## src/rtl/tdor_pkg.sv

```systemverilog
`default_nettype none
package tdor_pkg;
    localparam int MAX_DIMS       = 4;
    localparam int SWITCH_ID_BITS = 24;
    localparam int DIM_SIZE_BITS  = 8;
    localparam int NUM_SIZE_REGS  = 4;
    localparam int PORT_BITS      = 3;
    localparam int NDIMS_BITS     = 3;
    localparam int CFG_IDX_BITS   = 3;
    localparam int CFG_DATA_BITS  = 8;

    // register indexes
    localparam logic [CFG_IDX_BITS-1:0] REG_NUM_DIMS  = 3'd0;
    localparam logic [CFG_IDX_BITS-1:0] REG_SIZE_DIM0 = 3'd1;

    localparam logic [NDIMS_BITS-1:0]    NUM_DIMS_RESET = 3'd3;
    localparam logic [DIM_SIZE_BITS-1:0] SIZE_RESET_LO  = 8'd4;
    localparam logic [DIM_SIZE_BITS-1:0] SIZE_RESET_HI  = 8'd1;

    typedef struct packed {
        logic [SWITCH_ID_BITS-1:0] source_switch;
        logic [SWITCH_ID_BITS-1:0] dest_switch;
        logic                      dateline_in;
    } t_in;

    typedef struct packed {
        logic [PORT_BITS-1:0] out_port;
        logic                 virtual_channel;
        logic                 dateline_out;
        logic                 arrived;
    } t_out;
endpackage
`default_nettype wire

```

## src/rtl/torus_dimension_order_route_top.sv

```systemverilog
// channel | dir | handshake            | payload
// in      | in  | i_in_valid/o_in_ready | i_in  (tdor_pkg::t_in)
// out     | out | o_out_valid/i_out_ready | o_out (tdor_pkg::t_out)
// cfg     | in  | i_cfg_we              | i_cfg_idx, i_cfg_data
// one transfer per cycle unless the output stalls; 24 divider stages (4 quotient
// bits each, four digits of both ids) then a per-dimension stage and the
// output register. reset (synchronous, active low) clears valid bits and
// loads the default ring sizes. a stall freezes the whole pipeline, so no
// item is lost or repeated.
`default_nettype none
module torus_dimension_order_route_top (
    input  wire logic          i_clk,
    input  wire logic          i_rst_n,
    input  wire logic          i_in_valid,
    output logic               o_in_ready,
    input  wire tdor_pkg::t_in i_in,
    output logic               o_out_valid,
    input  wire logic          i_out_ready,
    output tdor_pkg::t_out     o_out,
    input  wire logic          i_cfg_we,
    input  wire logic [tdor_pkg::CFG_IDX_BITS-1:0]  i_cfg_idx,
    input  wire logic [tdor_pkg::CFG_DATA_BITS-1:0] i_cfg_data
);
    import tdor_pkg::*;

    localparam int DS    = DIM_SIZE_BITS;
    localparam int IDB   = SWITCH_ID_BITS;
    localparam int BPS   = 4;
    localparam int TOTAL = MAX_DIMS * IDB;
    localparam int NS    = (TOTAL + BPS - 1) / BPS;
    localparam int DIM_W = (MAX_DIMS > 1) ? $clog2(MAX_DIMS) : 1;
    localparam int SR_W  = $clog2(NUM_SIZE_REGS);

    typedef logic [MAX_DIMS-1:0][DS-1:0] t_digits;

    // configuration
    logic [NDIMS_BITS-1:0] r_num_dims;
    logic [DS-1:0]         r_size [NUM_SIZE_REGS];
    logic [DS-1:0]         eff_size [MAX_DIMS];
    logic [MAX_DIMS-1:0]   used;

    always_ff @(posedge i_clk) begin
        if (!i_rst_n) begin
            r_num_dims <= NUM_DIMS_RESET;
            for (int i = 0; i < NUM_SIZE_REGS; i++)
                r_size[i] <= (i == NUM_SIZE_REGS - 1) ? SIZE_RESET_HI : SIZE_RESET_LO;
        end else if (i_cfg_we) begin
            if (i_cfg_idx == REG_NUM_DIMS) begin
                r_num_dims <= i_cfg_data[NDIMS_BITS-1:0];
            end else if (i_cfg_idx >= REG_SIZE_DIM0 &&
                         {1'b0, i_cfg_idx} <= (CFG_IDX_BITS+1)'(NUM_SIZE_REGS)) begin
                r_size[SR_W'(i_cfg_idx - REG_SIZE_DIM0)] <= i_cfg_data[DS-1:0];
            end
        end
    end

    always_comb begin
        for (int d = 0; d < MAX_DIMS; d++) begin
            eff_size[d] = DS'(1);
            if (d < NUM_SIZE_REGS && r_size[d] != '0)
                eff_size[d] = r_size[d];
            used[d] = ({1'b0, r_num_dims} > (NDIMS_BITS+1)'(d));
        end
    end

    // global pipeline enable
    logic r_ov;
    logic en;
    assign en          = !r_ov || i_out_ready;
    assign o_in_ready  = en;
    assign o_out_valid = r_ov;

    // divider pipeline, index 0 is the input side
    logic          p_v  [NS+1];
    logic [IDB-1:0] p_xs [NS+1];
    logic [IDB-1:0] p_xd [NS+1];
    logic [DS-1:0] p_rs [NS+1];
    logic [DS-1:0] p_rd [NS+1];
    t_digits       p_ds [NS+1];
    t_digits       p_dd [NS+1];
    logic          p_b  [NS+1];

    assign p_v[0]  = i_in_valid;
    assign p_xs[0] = i_in.source_switch;
    assign p_xd[0] = i_in.dest_switch;
    assign p_rs[0] = '0;
    assign p_rd[0] = '0;
    assign p_ds[0] = '0;
    assign p_dd[0] = '0;
    assign p_b[0]  = i_in.dateline_in;

    for (genvar k = 0; k < NS; k++) begin : g_div
        logic           r_v;
        logic [IDB-1:0] r_xs, r_xd, n_xs, n_xd;
        logic [DS-1:0]  r_rs, r_rd, n_rs, n_rd;
        t_digits        r_ds, r_dd, n_ds, n_dd;
        logic           r_b;

        always_comb begin
            int           s;
            int           d;
            logic [DS:0]  sh;
            logic [DS-1:0] sz;
            n_xs = p_xs[k];
            n_xd = p_xd[k];
            n_rs = p_rs[k];
            n_rd = p_rd[k];
            n_ds = p_ds[k];
            n_dd = p_dd[k];
            for (int j = 0; j < BPS; j++) begin
                s = k * BPS + j;
                if (s < TOTAL) begin
                    d = s / IDB;
                    if (s % IDB == 0 && s != 0) begin
                        // previous digit done: remainder is its coordinate
                        n_ds[DIM_W'(d-1)] = n_rs;
                        n_dd[DIM_W'(d-1)] = n_rd;
                        n_rs = '0;
                        n_rd = '0;
                    end
                    sz = eff_size[DIM_W'(d)];
                    sh = {n_rs, n_xs[IDB-1]};
                    if (sh >= {1'b0, sz}) begin
                        sh = sh - {1'b0, sz};
                        n_xs = {n_xs[IDB-2:0], 1'b1};
                    end else begin
                        n_xs = {n_xs[IDB-2:0], 1'b0};
                    end
                    n_rs = sh[DS-1:0];
                    sh = {n_rd, n_xd[IDB-1]};
                    if (sh >= {1'b0, sz}) begin
                        sh = sh - {1'b0, sz};
                        n_xd = {n_xd[IDB-2:0], 1'b1};
                    end else begin
                        n_xd = {n_xd[IDB-2:0], 1'b0};
                    end
                    n_rd = sh[DS-1:0];
                end
            end
        end

        always_ff @(posedge i_clk) begin
            if (!i_rst_n) begin
                r_v <= 1'b0;
            end else if (en) begin
                r_v <= p_v[k];
            end
        end

        always_ff @(posedge i_clk) begin
            if (en) begin
                r_xs <= n_xs;
                r_xd <= n_xd;
                r_rs <= n_rs;
                r_rd <= n_rd;
                r_ds <= n_ds;
                r_dd <= n_dd;
                r_b  <= p_b[k];
            end
        end

        assign p_v[k+1]  = r_v;
        assign p_xs[k+1] = r_xs;
        assign p_xd[k+1] = r_xd;
        assign p_rs[k+1] = r_rs;
        assign p_rd[k+1] = r_rd;
        assign p_ds[k+1] = r_ds;
        assign p_dd[k+1] = r_dd;
        assign p_b[k+1]  = r_b;
    end

    // per-dimension ring decision
    t_digits             fin_s, fin_d;
    logic [MAX_DIMS-1:0] n_diff, n_up, n_reach, n_wrap;
    logic [MAX_DIMS-1:0] r_diff, r_up, r_reach, r_wrap;
    logic                r_av, r_ab;

    always_comb begin
        logic [DS:0]   up, down, sx, dx, sz, sx1, dx1;
        fin_s = p_ds[NS];
        fin_d = p_dd[NS];
        fin_s[MAX_DIMS-1] = p_rs[NS];
        fin_d[MAX_DIMS-1] = p_rd[NS];
        for (int d = 0; d < MAX_DIMS; d++) begin
            sx = {1'b0, fin_s[d]};
            dx = {1'b0, fin_d[d]};
            sz = {1'b0, eff_size[d]};
            if (dx > sx) begin
                up   = dx - sx;
                down = sx + sz - dx;
            end else begin
                up   = dx + sz - sx;
                down = sx - dx;
            end
            sx1 = (sx + 1'b1 == sz) ? '0 : sx + 1'b1;
            dx1 = (dx + 1'b1 == sz) ? '0 : dx + 1'b1;
            n_diff[d] = used[d] && (sx != dx);
            n_up[d]   = up <= down;
            if (up <= down) begin
                n_reach[d] = sx1 == dx;
                n_wrap[d]  = sx == sz - 1'b1;
            end else begin
                n_reach[d] = sx == dx1;
                n_wrap[d]  = sx == '0;
            end
        end
    end

    always_ff @(posedge i_clk) begin
        if (!i_rst_n) begin
            r_av <= 1'b0;
        end else if (en) begin
            r_av <= p_v[NS];
        end
    end

    always_ff @(posedge i_clk) begin
        if (en) begin
            r_diff  <= n_diff;
            r_up    <= n_up;
            r_reach <= n_reach;
            r_wrap  <= n_wrap;
            r_ab    <= p_b[NS];
        end
    end

    // lowest differing dimension wins
    t_out n_out, r_out;
    always_comb begin
        logic hit;
        logic bit_v;
        hit   = 1'b0;
        bit_v = 1'b0;
        n_out = '0;
        n_out.arrived      = 1'b1;
        n_out.dateline_out = r_ab;
        for (int d = 0; d < MAX_DIMS; d++) begin
            if (!hit && r_diff[d]) begin
                hit   = 1'b1;
                bit_v = r_ab | r_wrap[d];
                n_out.out_port        = PORT_BITS'(2 * d) | {{(PORT_BITS-1){1'b0}}, !r_up[d]};
                n_out.virtual_channel = bit_v;
                n_out.dateline_out    = bit_v & !r_reach[d];
                n_out.arrived         = 1'b0;
            end
        end
    end

    always_ff @(posedge i_clk) begin
        if (!i_rst_n) begin
            r_ov <= 1'b0;
        end else if (en) begin
            r_ov <= r_av;
        end
    end

    always_ff @(posedge i_clk) begin
        if (en) begin
            r_out <= n_out;
        end
    end

    assign o_out = r_out;
endmodule
`default_nettype wire

```

## config.mk

```make
export PLATFORM = sky130hd
export DESIGN_NAME = torus_dimension_order_route_top
export DESIGN_NICKNAME = d
export VERILOG_FILES = /design/src/rtl/tdor_pkg.sv /design/src/rtl/torus_dimension_order_route_top.sv
export SDC_FILE = /design/constraint.sdc
export NUM_CORES = 2
export LEC_CHECK = 0
export ABC_CLOCK_PERIOD_IN_PS = 109400
export BUFFER_PORTS_ARGS = -buffer_cell sky130_fd_sc_hd__buf_2
export CAP_MARGIN = 30
export CORE_MARGIN = 8
export CORE_UTILIZATION = 25
export CTS_CLUSTER_SIZE = 28
export DETAILED_ROUTE_END_ITERATION = 10
export GPL_TIMING_DRIVEN = 0
export MAX_ROUTING_LAYER = met4
export PLACE_DENSITY = 0.46
export SLEW_MARGIN = 10
export SYNTH_ARGS = -nofsm -noshare
export SYNTH_HDL_FRONTEND = slang
export SYNTH_SLANG_ARGS = --single-unit
```

## constraint.sdc

```tcl
create_clock -name i_clk -period 109.4 [get_ports i_clk]
set_clock_uncertainty 0.2 [all_clocks]
set_input_delay 10.94 -clock i_clk [delete_from_list [all_inputs] [get_ports i_clk]]
set_output_delay 10.94 -clock i_clk [all_outputs]
set_load 0.1 [all_outputs]
```

# Yosys cells after proc, flatten, opt, wreduce, memory -nomap -nowiden
# Memory sizes are Yosys's and may differ from the RTL's.
# Cells that the tools add are included.
# word_totals
regBits	1268
ramBits	32
inputBits	65
memories	1
# classes
addsub	115
n_lt_le_gt_ge	104
n_eq_ne	12
muxes	210
n_bitwise	4
n_reduce_logical	18
# memory_table
memory	depth	width	rd	rd_ports_with_merged_regs	wr	line_no	text
r_size	4	8	2	0	4	torus_dimension_order_route_top.sv:38	logic [DS-1:0] r_size [NUM_SIZE_REGS];
# ops
op	n
9-bit by 8-bit >= comparator with 1-bit output	92
8-bit 2-to-1 mux	99
8-bit subtractor	92
1-bit 2-to-1 mux	100
9-bit 2-to-1 mux	8
9-bit by 8-bit equality test with 1-bit output	6
8-bit by 1-bit adder with 9-bit output (second input constant)	4
8-bit by 8-bit adder with 9-bit output	4
8-bit by 9-bit equality test with 1-bit output	4
8-bit by 8-bit subtractor with 9-bit output	4
9-bit by 8-bit subtractor with 9-bit output	4
1-bit by 8-bit >= comparator with 1-bit output	4
1-bit by 8-bit subtractor with 8-bit output	4
9-bit <= comparator	2
8-bit by 1-bit subtractor with 9-bit output (second input constant)	2
8-bit greater-than comparator	2
8-bit logical NOT	2
8-bit != test	2
8-bit nonzero test	2
4-bit 2-to-1 mux	2
8-bit OR reduction	1
3-bit by 1-bit greater-than comparator with 1-bit output (second input constant)	2
1-bit logical NOT	6
1-bit logical AND	4
other kinds (9)	11

# Depth between registers and ports, before layout
# An unclocked memory read counts as a cell.
# logic_depth
word_depth	11
ltp_mapped	46

# Worst setup path after synthesis
# No wires, ideal clock.
# synth_path
path_kind	in2out
from	input i_out_ready
to	output o_in_ready
arrival_ps	42204
path_slack_ps	56056
stages	4
path_cell_list	nor2b_1 clkbuf_1 clkinv_1 buf_1
# synth_via
elab_chain_cells	1
# synth_lines
item	line_no	text
from (decl)	torus_dimension_order_route_top.sv:18	input wire logic i_out_ready,
1-bit logical OR	torus_dimension_order_route_top.sv:69	assign en = !r_ov || i_out_ready;
to (decl)	torus_dimension_order_route_top.sv:15	output logic o_in_ready,
# Every way passes these cells.

# Worst setup path after layout
# Ends and elaborated chain as after synthesis.

==> flow_summary.ini <==
[outcome]
status = finished clean

[placed_design]
hpwl_um = 143000
routabilityCongestion = 0.839
placed_area_um2 = 87000
port_buffers = 71

[global_route]
grt_start_max_net_pins = 42
grt_pass1_vias = 55100
met2_usage_pct = 19.3
met3_usage_pct = 1.34
grt_util_met1_pct = 14.7
grt_usage_pct = 11.5
overflow = 0
top_usage_layer = met2
antenna_found_initial = 9
grt_pass1_wl_um = 309000

[worst_setup_path]
crit_path_max_incr_delay_ps = 320
worst-setup-path-type = input pin to primary output
worstPathCellList = buf_2 -> nor2b_1 -> clkbuf_1 -> clkinv_1 -> buf_2 -> buf_12 -> buf_12 -> buf_2
slowest_stage = clkbuf_1
end_kind = primary output
cp_common_cell = buf_2
critPathArrivalTime_ps = 12790
crit_path_start_kind = input pin
cp_max_fo = 34
crit_required_ps = 98260

[cts]
cts_tree = yes
clock_latency_ps = 810
clk_pin_slew_ps = 60
cts_inserted_buffers = 144
clockBufferDepth = 4
holdBufCountCts = 0
cts_root_buffer = clkbuf_16
htree_num_levels = 4
post_cts.repair.setup_buffers = 0
cts.sinks = 1163
cts_resized = 0

[worst_hold_path]
hp-class = flop to flop

[sta]
grt_setup_unrepaired = no
whs_ps = 179
setup_viol = 0
setup_tns_ps = 0
fmax_mhz = 41.8
fin_crit_ps = 23930
worst_slew_pin_slew_ps = 965
period_share_pct = 21.9
slew_headroom_pct = 35.7
final_max_slew_viol_count = 0
report.final.hold_viol_count = 0

[logic_synthesis]
syn_inst = 7190
ys_ff_latch = 1163
avgSynthCellArea_um2 = 11.1
synth_area_um2 = 79900
synth.distinct_cells = 104
synth_edf_count = 1134
async_reset_ff_share_pct = 0
ys_seq_area_share_pct = 43.3
yosysWarnings = 0
ys.flop_type = edfxtp_1
synth_fp_nets = 8217

[run]
max_cap_violations = 0

[drt]
drcViolationCount = 0
ant_nets = 0
wl_per_cell_um = 16.6
dr.first_iter.drc_count = 3275
first_pass_iters = 6
viasPerCell = 4.68
drt-total-wl_um = 195000
dr_total_vias = 55100

[cells_and_area]
nets = 8504
final_area_um2 = 91500
post-route-util_pct = 28.8
fill_cells = 32500
drive_gt1_share_pct = 11.3
syn2layout_area_growth_pct = 14.5
mostFrequentLayoutCell = edfxtp_1
final_cell_mix = edfxtp_1 (1,134), ha_1 (834), inv_1 (481)

[floorplan]
ios = 73
die_area_um2 = 338000
die_h_um = 581
initial_core_util_pct = 25.1
rows = 207
die_x_um = 581
core_area_um2 = 318000
[state kept, by name, summed over array words and instances, names as in the netlist]
signal	cells
r_num_dims	3
o_out_valid	1
g_div.r_rs	96
g_div.r_rd	96
r_ab	1
fin_d	16
r_av	1
g_div.n_ds	8
r_reach	2
o_out	5
r_diff	2
r_up	2
g_div.n_dd	8
g_div.r_ds	216
g_div.r_dd	216
g_div.r_b	24
g_div.r_xd	204
g_div.r_xs	204
r_size	16
fin_s	16
g_div.r_v	24
r_wrap	2
[area by class of cell]
type                       instances  area [µm²]  share of cell area [%]
multi-input combinational       5402       42900                    46.9
sequential                      1163       34600                    37.8
tap                             4180        5230                    5.71
clock buffer                     159        3660                    4.00
inverter                         516        1970                    2.16
timing repair buffer             141        1810                    1.97
clock inverter                    89         850                   0.928
buffer                           109         447                   0.488
antenna                            5        12.5                  0.0137
[layer usage]
metal  wire length, µm  up-vias
met3              5950      308
met5                 0        -
met2             93200      881
met4              6010        0
met1             90100    26500
li1                  -    27400
[critical path: cells and delay by family]
family	cells	cell delay, ps
buffers and inverters	7	1710
AND/OR/NAND/NOR	1	100
[stage by stage]
step | std cells | worst slack (ps)
2_1_floorplan | 7190 | 56060
5_1_grt | 11800 | 85320
4_1_cts | 11800 | 85460
6_report | 11800 | 85470
3_5_place_dp | 11500 | 85470
3_3_place_gp | 11400 | 38820
[cell families after synthesis]
| group | count (synthesis) | synth area share [%] |
|---|---|---|
| compound gates | 1712 | 14.4 |
| other cells | 1 | 0.00469 |
| simple gates | 1750 | 11.0 |
| xor+xnor | 494 | 5.43 |
| mux | 483 | 6.61 |
| fa+ha+maj | 962 | 16.3 |
| buf+inv | 625 | 2.97 |
| flops | 1163 | 43.3 |
[synth_stat cells (38+ instances only)]
library cell | number | area (µm²)
edfxtp_1 | 1134 | 34100
ha_1 | 834 | 10400
inv_1 | 504 | 1890
nor2_1 | 451 | 1690
o21ai_0 | 406 | 2030
a21oi_1 | 392 | 1960
nand2_1 | 374 | 1400
mux2_2 | 343 | 3860
xnor2_1 | 319 | 2790
nor2b_1 | 202 | 1260
xor2_1 | 174 | 1520
nor3_1 | 153 | 766
o21a_1 | 152 | 1140
a21o_1 | 137 | 1030
mux2i_1 | 135 | 1350
fa_1 | 128 | 2560
nand3_1 | 113 | 566
nand4_1 | 105 | 657
nand2b_1 | 93 | 582
clkbuf_1 | 89 | 334
a21boi_0 | 86 | 646
o21bai_1 | 71 | 533
and2_1 | 51 | 319
a211oi_1 | 48 | 360
o31ai_1 | 48 | 360
a31oi_1 | 47 | 294
and3_1 | 38 | 238
[path summary, 6_finish.rpt]
kind                         start                 to  slack [ps]  cells past startpoint
setup / recovery       i_out_ready         o_in_ready       85470                      8
hold / removal    g_div[2].r_xd[3]   g_div[3].r_xd[7]         180                      0
setup reg to reg      r_size[1][1]  g_div[10].r_rs[2]       96180                     49
hold reg to reg   g_div[2].r_xd[3]   g_div[3].r_xd[7]         180                      0
Power is not shown: default switching activity piles up to over one toggle a cycle in this logic, so the estimate is an artifact.
